[src/rtl/fpas_pkg.sv]
package fpas_pkg;

    localparam logic [1:0] CMD_ADD = 2'd0;
    localparam logic [1:0] CMD_SUB = 2'd1;

    localparam logic [31:0] QNAN_BITS = 32'h7FC0_0000;
    localparam logic [7:0]  EXP_INF   = 8'hFF;

    // Count of leading zeros of a 27-bit word (27 when zero).
    function automatic logic [4:0] lzc27(input logic [26:0] v);
        logic [4:0] n;
        logic       found;
        n = 5'd27;
        found = 1'b0;
        for (int i = 26; i >= 0; i--) begin
            if (!found && v[i]) begin
                n = 5'(26 - i);
                found = 1'b1;
            end
        end
        return n;
    endfunction

endpackage

[src/rtl/fp32_add_sub_unit_core.sv]
// Throughput: one transaction per cycle unless m_tready stalls the output.
// There are four register stages, the last being the output register.
// A stall on m_tready freezes the whole pipeline, so nothing is lost or repeated.
// Reset (aresetn low, synchronous) clears every valid bit; payload registers are not reset.
module fp32_add_sub_unit_core (
    input  logic        aclk,
    input  logic        aresetn,
    input  logic        s_tvalid,
    output logic        s_tready,
    input  logic [71:0] s_tdata,   // [1:0] cmd, [33:2] operand_a, [65:34] operand_b, zero fill
    output logic        m_tvalid,
    input  logic        m_tready,
    output logic [31:0] m_tdata    // [31:0] result_bits
);

    // The pipeline advances whenever the output register is free or being drained.
    logic adv;
    assign adv      = !m_tvalid || m_tready;
    assign s_tready = adv;

    // ---------------- Stage 1: decode, specials, magnitude ordering ----------------
    logic [1:0]  cmd;
    logic [31:0] op_a, op_b, b_eff, big, lit;
    logic        nan_a, nan_b, inf_a, inf_b, swap;
    logic        spec_1;
    logic [31:0] spec_val_1;

    assign cmd  = s_tdata[1:0];
    assign op_a = s_tdata[33:2];
    assign op_b = s_tdata[65:34];
    assign b_eff = (cmd == fpas_pkg::CMD_SUB) ? {~op_b[31], op_b[30:0]} : op_b;
    assign nan_a = (op_a[30:23] == fpas_pkg::EXP_INF) && (op_a[22:0] != '0);
    assign nan_b = (op_b[30:23] == fpas_pkg::EXP_INF) && (op_b[22:0] != '0);
    assign inf_a = (op_a[30:23] == fpas_pkg::EXP_INF);
    assign inf_b = (op_b[30:23] == fpas_pkg::EXP_INF);
    assign swap  = b_eff[30:0] > op_a[30:0];
    assign big   = swap ? b_eff : op_a;
    assign lit   = swap ? op_a : b_eff;

    always_comb begin
        spec_1     = 1'b1;
        spec_val_1 = '0;
        if (cmd != fpas_pkg::CMD_ADD && cmd != fpas_pkg::CMD_SUB) begin
            spec_val_1 = '0;
        end else if (nan_a || nan_b) begin
            spec_val_1 = fpas_pkg::QNAN_BITS;
        end else if (inf_a && inf_b && (op_a[31] != b_eff[31])) begin
            spec_val_1 = fpas_pkg::QNAN_BITS;
        end else if (inf_a) begin
            spec_val_1 = op_a;
        end else if (inf_b) begin
            spec_val_1 = b_eff;
        end else begin
            spec_1 = 1'b0;
        end
    end

    logic        v1_reg;
    logic        spec1_reg;
    logic [31:0] spec_val1_reg, big1_reg, lit1_reg;

    always_ff @(posedge aclk) begin
        if (!aresetn) begin
            v1_reg <= 1'b0;
        end else if (adv) begin
            v1_reg <= s_tvalid;
        end
        if (adv) begin
            spec1_reg     <= spec_1;
            spec_val1_reg <= spec_val_1;
            big1_reg      <= big;
            lit1_reg      <= lit;
        end
    end

    // ---------------- Stage 2: align the smaller operand, add or subtract ----------------
    logic [7:0]  ea, eb, d;
    logic [26:0] ma, mb, mb_sh;
    logic [27:0] sum_2;
    logic        sub_2, sticky;
    logic [26:0] mask;

    assign ea = (big1_reg[30:23] == '0) ? 8'd1 : big1_reg[30:23];
    assign eb = (lit1_reg[30:23] == '0) ? 8'd1 : lit1_reg[30:23];
    assign ma = {(big1_reg[30:23] != '0), big1_reg[22:0], 3'b000};
    assign mb = {(lit1_reg[30:23] != '0), lit1_reg[22:0], 3'b000};
    assign d  = ea - eb;
    assign sub_2 = big1_reg[31] != lit1_reg[31];

    always_comb begin
        mask   = '0;
        mb_sh  = '0;
        sticky = 1'b0;
        if (d > 8'd26) begin
            mb_sh = {26'd0, (mb != '0)};
        end else begin
            mask   = ~(27'h7FF_FFFF << d[4:0]);
            sticky = (mb & mask) != '0;
            mb_sh  = (mb >> d[4:0]) | {26'd0, sticky};
        end
        sum_2 = sub_2 ? ({1'b0, ma} - {1'b0, mb_sh}) : ({1'b0, ma} + {1'b0, mb_sh});
    end

    logic        v2_reg, spec2_reg, sub2_reg, sign2_reg;
    logic [31:0] spec_val2_reg;
    logic [27:0] sum2_reg;
    logic [7:0]  e2_reg;

    always_ff @(posedge aclk) begin
        if (!aresetn) begin
            v2_reg <= 1'b0;
        end else if (adv) begin
            v2_reg <= v1_reg;
        end
        if (adv) begin
            spec2_reg     <= spec1_reg;
            spec_val2_reg <= spec_val1_reg;
            sub2_reg      <= sub_2;
            sign2_reg     <= big1_reg[31];
            sum2_reg      <= sum_2;
            e2_reg        <= ea;
        end
    end

    // ---------------- Stage 3: normalize ----------------
    logic [4:0]  lz;
    logic [7:0]  sh;
    logic [26:0] norm_3;
    logic [8:0]  e_3;
    logic        zero_3;

    assign lz = fpas_pkg::lzc27(sum2_reg[26:0]);

    always_comb begin
        zero_3 = 1'b0;
        sh     = '0;
        norm_3 = sum2_reg[26:0];
        e_3    = {1'b0, e2_reg};
        if (!sub2_reg) begin
            if (sum2_reg[27]) begin
                norm_3 = sum2_reg[27:1] | {26'd0, sum2_reg[0]};
                e_3    = {1'b0, e2_reg} + 9'd1;
            end
        end else if (sum2_reg == '0) begin
            zero_3 = 1'b1;
        end else begin
            // Shift left until normalized, but never below exponent one.
            sh     = ({3'd0, lz} < (e2_reg - 8'd1)) ? {3'd0, lz} : (e2_reg - 8'd1);
            norm_3 = sum2_reg[26:0] << sh[4:0];
            e_3    = {1'b0, e2_reg - sh};
        end
    end

    logic        v3_reg, spec3_reg, sign3_reg;
    logic [31:0] spec_val3_reg;
    logic [26:0] norm3_reg;
    logic [8:0]  e3_reg;

    always_ff @(posedge aclk) begin
        if (!aresetn) begin
            v3_reg <= 1'b0;
        end else if (adv) begin
            v3_reg <= v2_reg;
        end
        if (adv) begin
            spec3_reg     <= spec2_reg || zero_3;
            spec_val3_reg <= spec2_reg ? spec_val2_reg : '0;
            sign3_reg     <= sign2_reg;
            norm3_reg     <= norm_3;
            e3_reg        <= e_3;
        end
    end

    // ---------------- Stage 4: round to nearest even, pack ----------------
    logic [2:0]  grs;
    logic [24:0] mant;
    logic [8:0]  e_4;
    logic [31:0] res_4;

    assign grs = norm3_reg[2:0];

    always_comb begin
        mant = {1'b0, norm3_reg[26:3]};
        if (grs > 3'd4 || (grs == 3'd4 && norm3_reg[3])) begin
            mant = mant + 25'd1;
        end
        e_4 = e3_reg;
        if (mant[24]) begin
            mant = mant >> 1;
            e_4  = e3_reg + 9'd1;
        end
        if (spec3_reg) begin
            res_4 = spec_val3_reg;
        end else if (e_4 >= {1'b0, fpas_pkg::EXP_INF}) begin
            res_4 = {sign3_reg, fpas_pkg::EXP_INF, 23'd0};
        end else if (!mant[23]) begin
            res_4 = {sign3_reg, 8'd0, mant[22:0]};
        end else begin
            res_4 = {sign3_reg, e_4[7:0], mant[22:0]};
        end
    end

    logic        m_valid_reg;
    logic [31:0] m_data_reg;

    always_ff @(posedge aclk) begin
        if (!aresetn) begin
            m_valid_reg <= 1'b0;
        end else if (adv) begin
            m_valid_reg <= v3_reg;
        end
        if (adv) begin
            m_data_reg <= res_4;
        end
    end

    assign m_tvalid = m_valid_reg;
    assign m_tdata  = m_data_reg;

`ifndef SYNTHESIS
    // A stalled result must hold its data until the transaction completes.
    a_hold: assert property (@(posedge aclk) disable iff (!aresetn)
        m_tvalid && !m_tready |=> m_tvalid && $stable(m_tdata))
        else $error("result changed while stalled");
    // An accepted input reaches the output through v1_reg, v2_reg, v3_reg and the output register when never stalled.
    a_lat: assert property (@(posedge aclk) disable iff (!aresetn)
        s_tvalid && s_tready ##1 s_tready ##1 s_tready ##1 s_tready |=> m_tvalid)
        else $error("transaction lost in pipeline");
    // Results never carry a NaN pattern other than the canonical one.
    a_nan: assert property (@(posedge aclk) disable iff (!aresetn)
        m_tvalid && m_tdata[30:23] == 8'hFF && m_tdata[22:0] != 23'd0
        |-> m_tdata == fpas_pkg::QNAN_BITS)
        else $error("non-canonical NaN");
`endif

endmodule
[config.mk]
export PLATFORM = sky130hd
export DESIGN_NAME = fp32_add_sub_unit_core
export DESIGN_NICKNAME = d
export VERILOG_FILES = /design/src/rtl/fpas_pkg.sv /design/src/rtl/fp32_add_sub_unit_core.sv
export SDC_FILE = /design/constraint.sdc
export NUM_CORES = 1
export LEC_CHECK = 0
export BUFFER_PORTS_ARGS = -buffer_cell sky130_fd_sc_hd__buf_2
export CAP_MARGIN = 0
export CORE_MARGIN = 4
export CORE_UTILIZATION = 40
export CTS_CLUSTER_DIAMETER = 50
export CTS_CLUSTER_SIZE = 24
export DETAILED_ROUTE_END_ITERATION = 7
export GPL_TIMING_DRIVEN = 0
export HOLD_SLACK_MARGIN = 0.08
export MAX_ROUTING_LAYER = met4
export REMOVE_ABC_BUFFERS = 1
export SLEW_MARGIN = 20
export SYNTH_ARGS = -nofsm -noshare
export SYNTH_HDL_FRONTEND = slang
export SYNTH_SLANG_ARGS = --single-unit
[constraint.sdc]
create_clock -name aclk -period 14.5 [get_ports aclk]
set_input_delay 0.725 -clock aclk [delete_from_list [all_inputs] [get_ports aclk]]
set_output_delay 0.725 -clock aclk [all_outputs]
set_load 0.02 [all_outputs]
==> impl_metrics.tcl, run 1 <==
set metrics [dict create \
    cts.reportedPaths.clkPinSlew_ns 0.07 \
    tritoncts "done" \
    via_count_of_the_first_global_routing_pass 14200 \
    die_h_um 225 \
    rows 79 \
    area_growth_pct 13.5 \
    place_hpwl_mm 37.3 \
    final_core_util_pct 45.9 \
    synth_area_leader_cell "sky130_fd_sc_hd__edfxtp_1" \
    ys_ff_latch 274 \
    cts.sinks 274 \
    synth_sequential_area_ratio_pct 43.5 \
    setup-violations-final 0 \
    postSynthAreaPerCell_um2 10.3 \
    globalRoute.totalOverflow 0 \
    netlist.area_leader.share_pct 43.1 \
    io_buffer_count 103 \
    detailed_router_iteration_count_before_antenna_repair 5 \
    clock_latency_ns 0.55 \
    number_of_antenna_violations_at_the_first_check_in_global_routing 0 \
    unrepaired_setup_endpoints_after_global_routing "false" \
    htreeDepth 2 \
    placeableCoreArea_mm2 0.0466 \
    worst_path_fanout_max 16 \
    post_route_cells_drive_above_1_share_pct 16.2 \
    synth_enable_flop_cells 270 \
    critPathCaptureType "flop" \
    cts.repair.resized 0 \
    finalCriticalPeriod_ns 8.02 \
    cts_max_path_buffers 3 \
    grt_max_degree 61 \
    cp_data_required_time_ns 14.81 \
    skew_ns 0.0262 \
    critPathKind "flop to flop" \
    floorplan.die.width_um 225 \
    clock-root-buffer "sky130_fd_sc_hd__clkbuf_16" \
    ant_nets 0 \
    crit_path_start_kind "flop" \
    most-common-layout-cells "270 x sky130_fd_sc_hd__edfxtp_1, 138 x sky130_fd_sc_hd__nand2_1, 126 x sky130_fd_sc_hd__nor2_1" \
    finalWirelength_mm 49.0 \
    fin_nets 2098 \
    ys_top_cells_by_area "sky130_fd_sc_hd__edfxtp_1 43%, sky130_fd_sc_hd__ha_1 6.7%, sky130_fd_sc_hd__mux2i_1 4.9%, sky130_fd_sc_hd__mux2_2 4.3%, sky130_fd_sc_hd__a21oi_1 3.0%" \
    max-cap-violations 0 \
    cells_after_synth 1835 \
    first_pass_grt_wire_length_mm 77.8 \
    vias_per_cell 5.75 \
    num_antenna_cells 0 \
    max_clock_freq_ghz 0.125 \
    avgRoutedWirePerCell_um 19.2 \
    yosys_most_used_dff "sky130_fd_sc_hd__edfxtp_1" \
    setup_tns_after_final_layout_ns 0 \
    async_reset_ff_share_pct 0 \
    netlist_area_mm2 0.0188 \
    synth.lib_cells_used.distinct 103 \
    vias 14700 \
    maxSlewHeadroom_pct 24.4 \
    min-delay-path-class "flop to flop" \
    cts.hold.buffers_added 0 \
    grt_util_all_layers_pct 19.6 \
    layout_commonest_cell "sky130_fd_sc_hd__edfxtp_1" \
    tightest_slew_ns 1.13 \
    power.density_cell_area_mw_per_mm2 169 \
    drc 0 \
    initial_utilization_pct 40.4 \
    synth_warnings 0 \
    io-pin-count 110 \
    power_leakage_nw 8.71 \
    design.die.area_mm2 0.0506 \
    cts_inserted_buffers 35 \
    globalplace.congestion 0.957 \
    drv_slew 0 \
    drt_iter0_markers 1033 \
    post_cts_setup_buffers 0 \
    arrival_time_of_data_at_the_critical_path_endpoint_ns 8.33 \
    timing.final.crit_share_pct 55.3 \
    final_count_of_hold_timing_violations 0 \
    status "finished, final reports clean" \
    ir_drop_mv 0.109 \
]
-- per-stage QoR --
step	area, um2	instances	power (mW)	worst slack [ns]	hold slack [ns]
after global routing	21400	2552	3.82	6.00	0.417
final	21400	2552	3.60	6.48	0.416
after detailed placement	20200	2488	2.72	6.33	0.405
after CTS	21300	2552	3.61	6.32	0.403
after global placement	19700	2471	2.69	2.42	0.401
after floorplan	18500	1761	2.25	6.01	0.400
-- kinds of logic (layout without fill, tap and decap cells) --
kind of cell	after synthesis	after routing	synth area share, %
AO/OA/AOI/OAI	461	461	16.6
XOR/XNOR	69	69	3.25
adder cells (fa/ha/maj)	104	104	7.04
buffers and inverters	208	297	4.53
flip-flops	274	274	43.5
multiplexers	176	176	10.6
other	2	23	0.0399
AND/OR/NAND/NOR	541	541	14.4
-- routing by layer --
metal / global-route usage [%] / part of all wire [%] / up-vias
met1: 26.0 / 45 / 7040
met5: - / 0 / -
met2: 31.9 / 47 / 479
met3: 2.44 / 5.2 / 91
met4: 5.77 / 2.7 / 0
li1: - / - / 7069
-- path summary, 6_finish.rpt --
kind                         start                to  slack [ns]  cells after the start
setup / recovery      lit1_reg[24]      sum2_reg[27]        6.48                     23
hold / removal    spec_val1_reg[6]  spec_val2_reg[6]        0.42                      0
setup reg to reg      lit1_reg[24]      sum2_reg[27]        6.48                     23
hold reg to reg   spec_val1_reg[6]  spec_val2_reg[6]        0.42                      0
-- Yosys cell counts (all sizes together) (17+ instances only) --
| cell | instances |
|---|---|
| a22oi | 25 |
| edfxtp | 270 |
| xor2 | 32 |
| o22ai | 24 |
| xnor2 | 37 |
| a21o | 26 |
| nor2b | 33 |
| a211oi | 20 |
| nand2b | 20 |
| o21ai | 88 |
| nand2 | 139 |
| o211ai | 26 |
| mux2i | 93 |
| a21oi | 114 |
| mux2 | 73 |
| buf | 33 |
| clkbuf | 62 |
| nor4 | 23 |
| nand3 | 44 |
| ha | 101 |
| a31oi | 17 |
| and2 | 38 |
| nor3 | 38 |
| inv | 111 |
| nand4 | 35 |
| nor2 | 127 |
-- power breakdown --
group | total [mW] | internal, mW | switching [mW] | leakage, nW
Combinational | 1.45 | 0.572 | 0.882 | 5.15
Sequential | 1.28 | 1.08 | 0.199 | 2.98
Clock | 0.866 | 0.490 | 0.376 | 0.583
-- cell type report --
class,count,area (um2)
clock buffer,38,930
clock inverter,26,259
fill,4358,25200
inverter,113,427
timing repair buffer,120,846
multi-input combinational,1374,9950
sequential,274,8190
tap,607,759
-- critical path, stage by stage, from the launching register on --
cell and delay [ns]:
sky130_fd_sc_hd__edfxtp_1 0.45, sky130_fd_sc_hd__or4_1 0.56, sky130_fd_sc_hd__or2_1 0.34, sky130_fd_sc_hd__or2b_1 0.21, sky130_fd_sc_hd__ha_2 0.18, sky130_fd_sc_hd__fa_2 0.29, sky130_fd_sc_hd__and2b_1 0.23, sky130_fd_sc_hd__o22ai_2 0.23
sky130_fd_sc_hd__xor2_2 0.41, sky130_fd_sc_hd__nor3_1 0.18, sky130_fd_sc_hd__nor4_4 1.01, sky130_fd_sc_hd__o21ai_0 0.60, sky130_fd_sc_hd__fa_1 0.58, sky130_fd_sc_hd__or2_2 0.28, sky130_fd_sc_hd__a21oi_1 0.22, sky130_fd_sc_hd__nor2b_1 0.12
sky130_fd_sc_hd__o41a_1 0.32, sky130_fd_sc_hd__o21bai_1 0.19, sky130_fd_sc_hd__a21oi_1 0.16, sky130_fd_sc_hd__nand2_1 0.13, sky130_fd_sc_hd__a211oi_1 0.14, sky130_fd_sc_hd__o41ai_1 0.50, sky130_fd_sc_hd__a21oi_1 0.13, sky130_fd_sc_hd__o311ai_0 0.31
Note: power is estimated with default switching activity, not from simulation.
==> inputs of run 2 (changes only) <==
clock period = 7.5 ns   (was 14.5 ns; I/O delays follow)
==> run 2 against run 1 <==
  * Sequential power grew 94%
  * Register-to-register slack got worse by 6.0 ns
  * Sequential cell count unchanged
  * Die area did not move
  * Sequential share of layout area shrank 0.17 points
  * Largest power group unchanged
==> impl_metrics.tcl, run 2 (synthesized netlist as in run 1, its figures left out) <==
set metrics [dict create \
    status "finished, final reports clean" \
    critPathKind "flop to flop" \
    die_h_um 225 \
    unrepaired_setup_endpoints_after_global_routing "false" \
    detailed_router_iteration_count_before_antenna_repair 7 \
    via_count_of_the_first_global_routing_pass 14200 \
    cts_inserted_buffers 35 \
    max_clock_freq_ghz 0.143 \
    place_inst 2488 \
    postPlaceCellArea_mm2 0.0202 \
    cts.sinks 274 \
    maxSlewHeadroom_pct 30.6 \
    critPathCaptureType "flop" \
    cts_max_path_buffers 3 \
    swShare_pct 40.5 \
    number_of_antenna_violations_at_the_first_check_in_global_routing 0 \
    floorplan.die.width_um 225 \
    final_count_of_hold_timing_violations 0 \
    internal_power_mw 4.16 \
    most-common-layout-cells "270 x sky130_fd_sc_hd__edfxtp_1, 138 x sky130_fd_sc_hd__nand2_1, 126 x sky130_fd_sc_hd__nor2_1" \
    whs_ns 0.188 \
    initial_utilization_pct 40.4 \
    num_antenna_cells 0 \
    max-cap-violations 0 \
    clock-root-buffer "sky130_fd_sc_hd__clkbuf_16" \
    globalplace.congestion 0.957 \
    ir_drop_mv 0.210 \
    clock_latency_ns 0.55 \
    power_frac_seq_pct 35.4 \
    pre_cts_ws_ns -0.670 \
    placeableCoreArea_mm2 0.0466 \
    min-delay-path-class "input pin to flop" \
    avgRoutedWirePerCell_um 19.2 \
    timing.final.crit_share_pct 93.4 \
    tightest_slew_ns 1.03 \
    clockPowerShare_pct 24.0 \
    power_leakage_nw 8.76 \
    drt_iter0_markers 1070 \
    finalWirelength_mm 49.2 \
    post_route_cells_drive_above_1_share_pct 16.5 \
    cts.reportedPaths.clkPinSlew_ns 0.07 \
    area_growth_pct 14.0 \
    power.density_cell_area_mw_per_mm2 326 \
    final_cell_count_no_fill 2560 \
    place_hpwl_mm 37.3 \
    crit_path_start_kind "flop" \
    net_switching_mw 2.83 \
    arrival_time_of_data_at_the_critical_path_endpoint_ns 7.29 \
    cp_data_required_time_ns 7.79 \
    finalCriticalPeriod_ns 7.01 \
    skew_ns 0.0241 \
    rows 79 \
    tritoncts "done" \
    io_buffer_count 103 \
    timing.final.ws_setup_ns 0.493 \
    design.die.area_mm2 0.0506 \
    htreeDepth 2 \
    vias_per_cell 5.73 \
    ant_nets 0 \
    final_cell_area_mm2 0.0215 \
    io-pin-count 110 \
    setup-violations-final 0 \
    vias 14700 \
    globalRoute.totalOverflow 0 \
    layout_commonest_cell "sky130_fd_sc_hd__edfxtp_1" \
    drv_slew 0 \
    combPwrFrac_pct 40.6 \
    drc 0 \
    worst_path_fanout_max 8 \
    grt_max_degree 61 \
    post-layout-total-power_mw 6.99 \
    first_pass_grt_wire_length_mm 77.8 \
    fin_nets 2106 \
    grt_util_all_layers_pct 19.6 \
]
-- run 2: cell count changes in the layout (fill, tap and decap cells not counted), sizes merged --
cell	before	now
buf	120	125
dlygate4sd3	0	2
xor2	32	33
-- run 2: cell type report --
class | count | area [um2]
Clock inverter | 26 | 259
Sequential cell | 274 | 8190
Clock buffer | 38 | 930
Timing Repair Buffer | 127 | 903
Tap cell | 607 | 759
Inverter | 113 | 427
Multi-Input combinational cell | 1375 | 9990
Fill cell | 4351 | 25100
-- run 2: layer usage --
metal / wire, um / track usage, % / share of wire (%) / vias to the layer above
li1: - / - / - / 7077
met1: 22100 / 26.0 / 45 / 7051
met2: 23400 / 32.0 / 48 / 462
met3: 2400 / 2.43 / 4.9 / 88
met4: 1300 / 5.67 / 2.6 / 0
met5: 0 / - / 0 / -
-- run 2: stage by stage --
| step | setup TNS (ns) | util, % |
|---|---|---|
| after floorplan | -77.55 | - |
| after global placement | -729.53 | 42.4 |
| after detailed placement | -3.40 | 43.3 |
| after CTS | 0 | 46.0 |
| after global routing | 0 | 46.1 |
| final | 0 | 46.1 |
-- run 2: path summary, 6_finish.rpt --
check,start,endpoint,slack [ns],cells after the start
setup / recovery,lit1_reg[27],sum2_reg[26],0.49,27
hold / removal,s_tdata[13],big1_reg[11],0.19,2
setup reg to reg,lit1_reg[27],sum2_reg[26],0.49,27
hold reg to reg,spec_val1_reg[6],spec_val2_reg[6],0.42,0
-- run 2: worst max-delay path: stages (launching register included) --
cell,delay [ns]
sky130_fd_sc_hd__edfxtp_1,0.40
sky130_fd_sc_hd__or4_1,0.57
sky130_fd_sc_hd__or2_1,0.37
sky130_fd_sc_hd__or2b_1,0.21
sky130_fd_sc_hd__ha_2,0.18
sky130_fd_sc_hd__fa_2,0.36
sky130_fd_sc_hd__and2b_1,0.25
sky130_fd_sc_hd__o22ai_2,0.27
sky130_fd_sc_hd__xor2_4,0.31
sky130_fd_sc_hd__nor3_1,0.16
sky130_fd_sc_hd__nor4_4,0.17
sky130_fd_sc_hd__buf_4,0.17
sky130_fd_sc_hd__buf_4,0.14
sky130_fd_sc_hd__and2_1,0.28
sky130_fd_sc_hd__o211ai_1,0.23
sky130_fd_sc_hd__ha_1,0.43
sky130_fd_sc_hd__inv_1,0.11
sky130_fd_sc_hd__a21oi_1,0.18
sky130_fd_sc_hd__nor2_1,0.06
sky130_fd_sc_hd__o21ai_0,0.28
sky130_fd_sc_hd__a31oi_1,0.20
sky130_fd_sc_hd__a311oi_1,0.32
sky130_fd_sc_hd__o21bai_1,0.13
sky130_fd_sc_hd__a21oi_1,0.24
sky130_fd_sc_hd__o21bai_1,0.15
sky130_fd_sc_hd__o41ai_1,0.27
sky130_fd_sc_hd__a22oi_1,0.17
sky130_fd_sc_hd__xnor2_1,0.15
-- run 2: power by group through the flow --
stage	clock network, mW	registers, mW	logic, mW
global placement	0	2.54	2.67
CTS	1.73	2.47	2.79
floorplan	0	2.43	1.91
detailed placement	0	2.50	2.76
global route	1.80	2.51	3.10
finish	1.68	2.48	2.84
-- run 2: timing repair --
action | in CTS | in global routing
pin swaps | 1 | 0
cloned | 0 | 1
setup endpoints to repair | 10 | 2
hold endpoints to repair | 3 | 0
hold buffers | 2 | 0
resized for setup | 1 | 2
setup buffers | 5 | 0
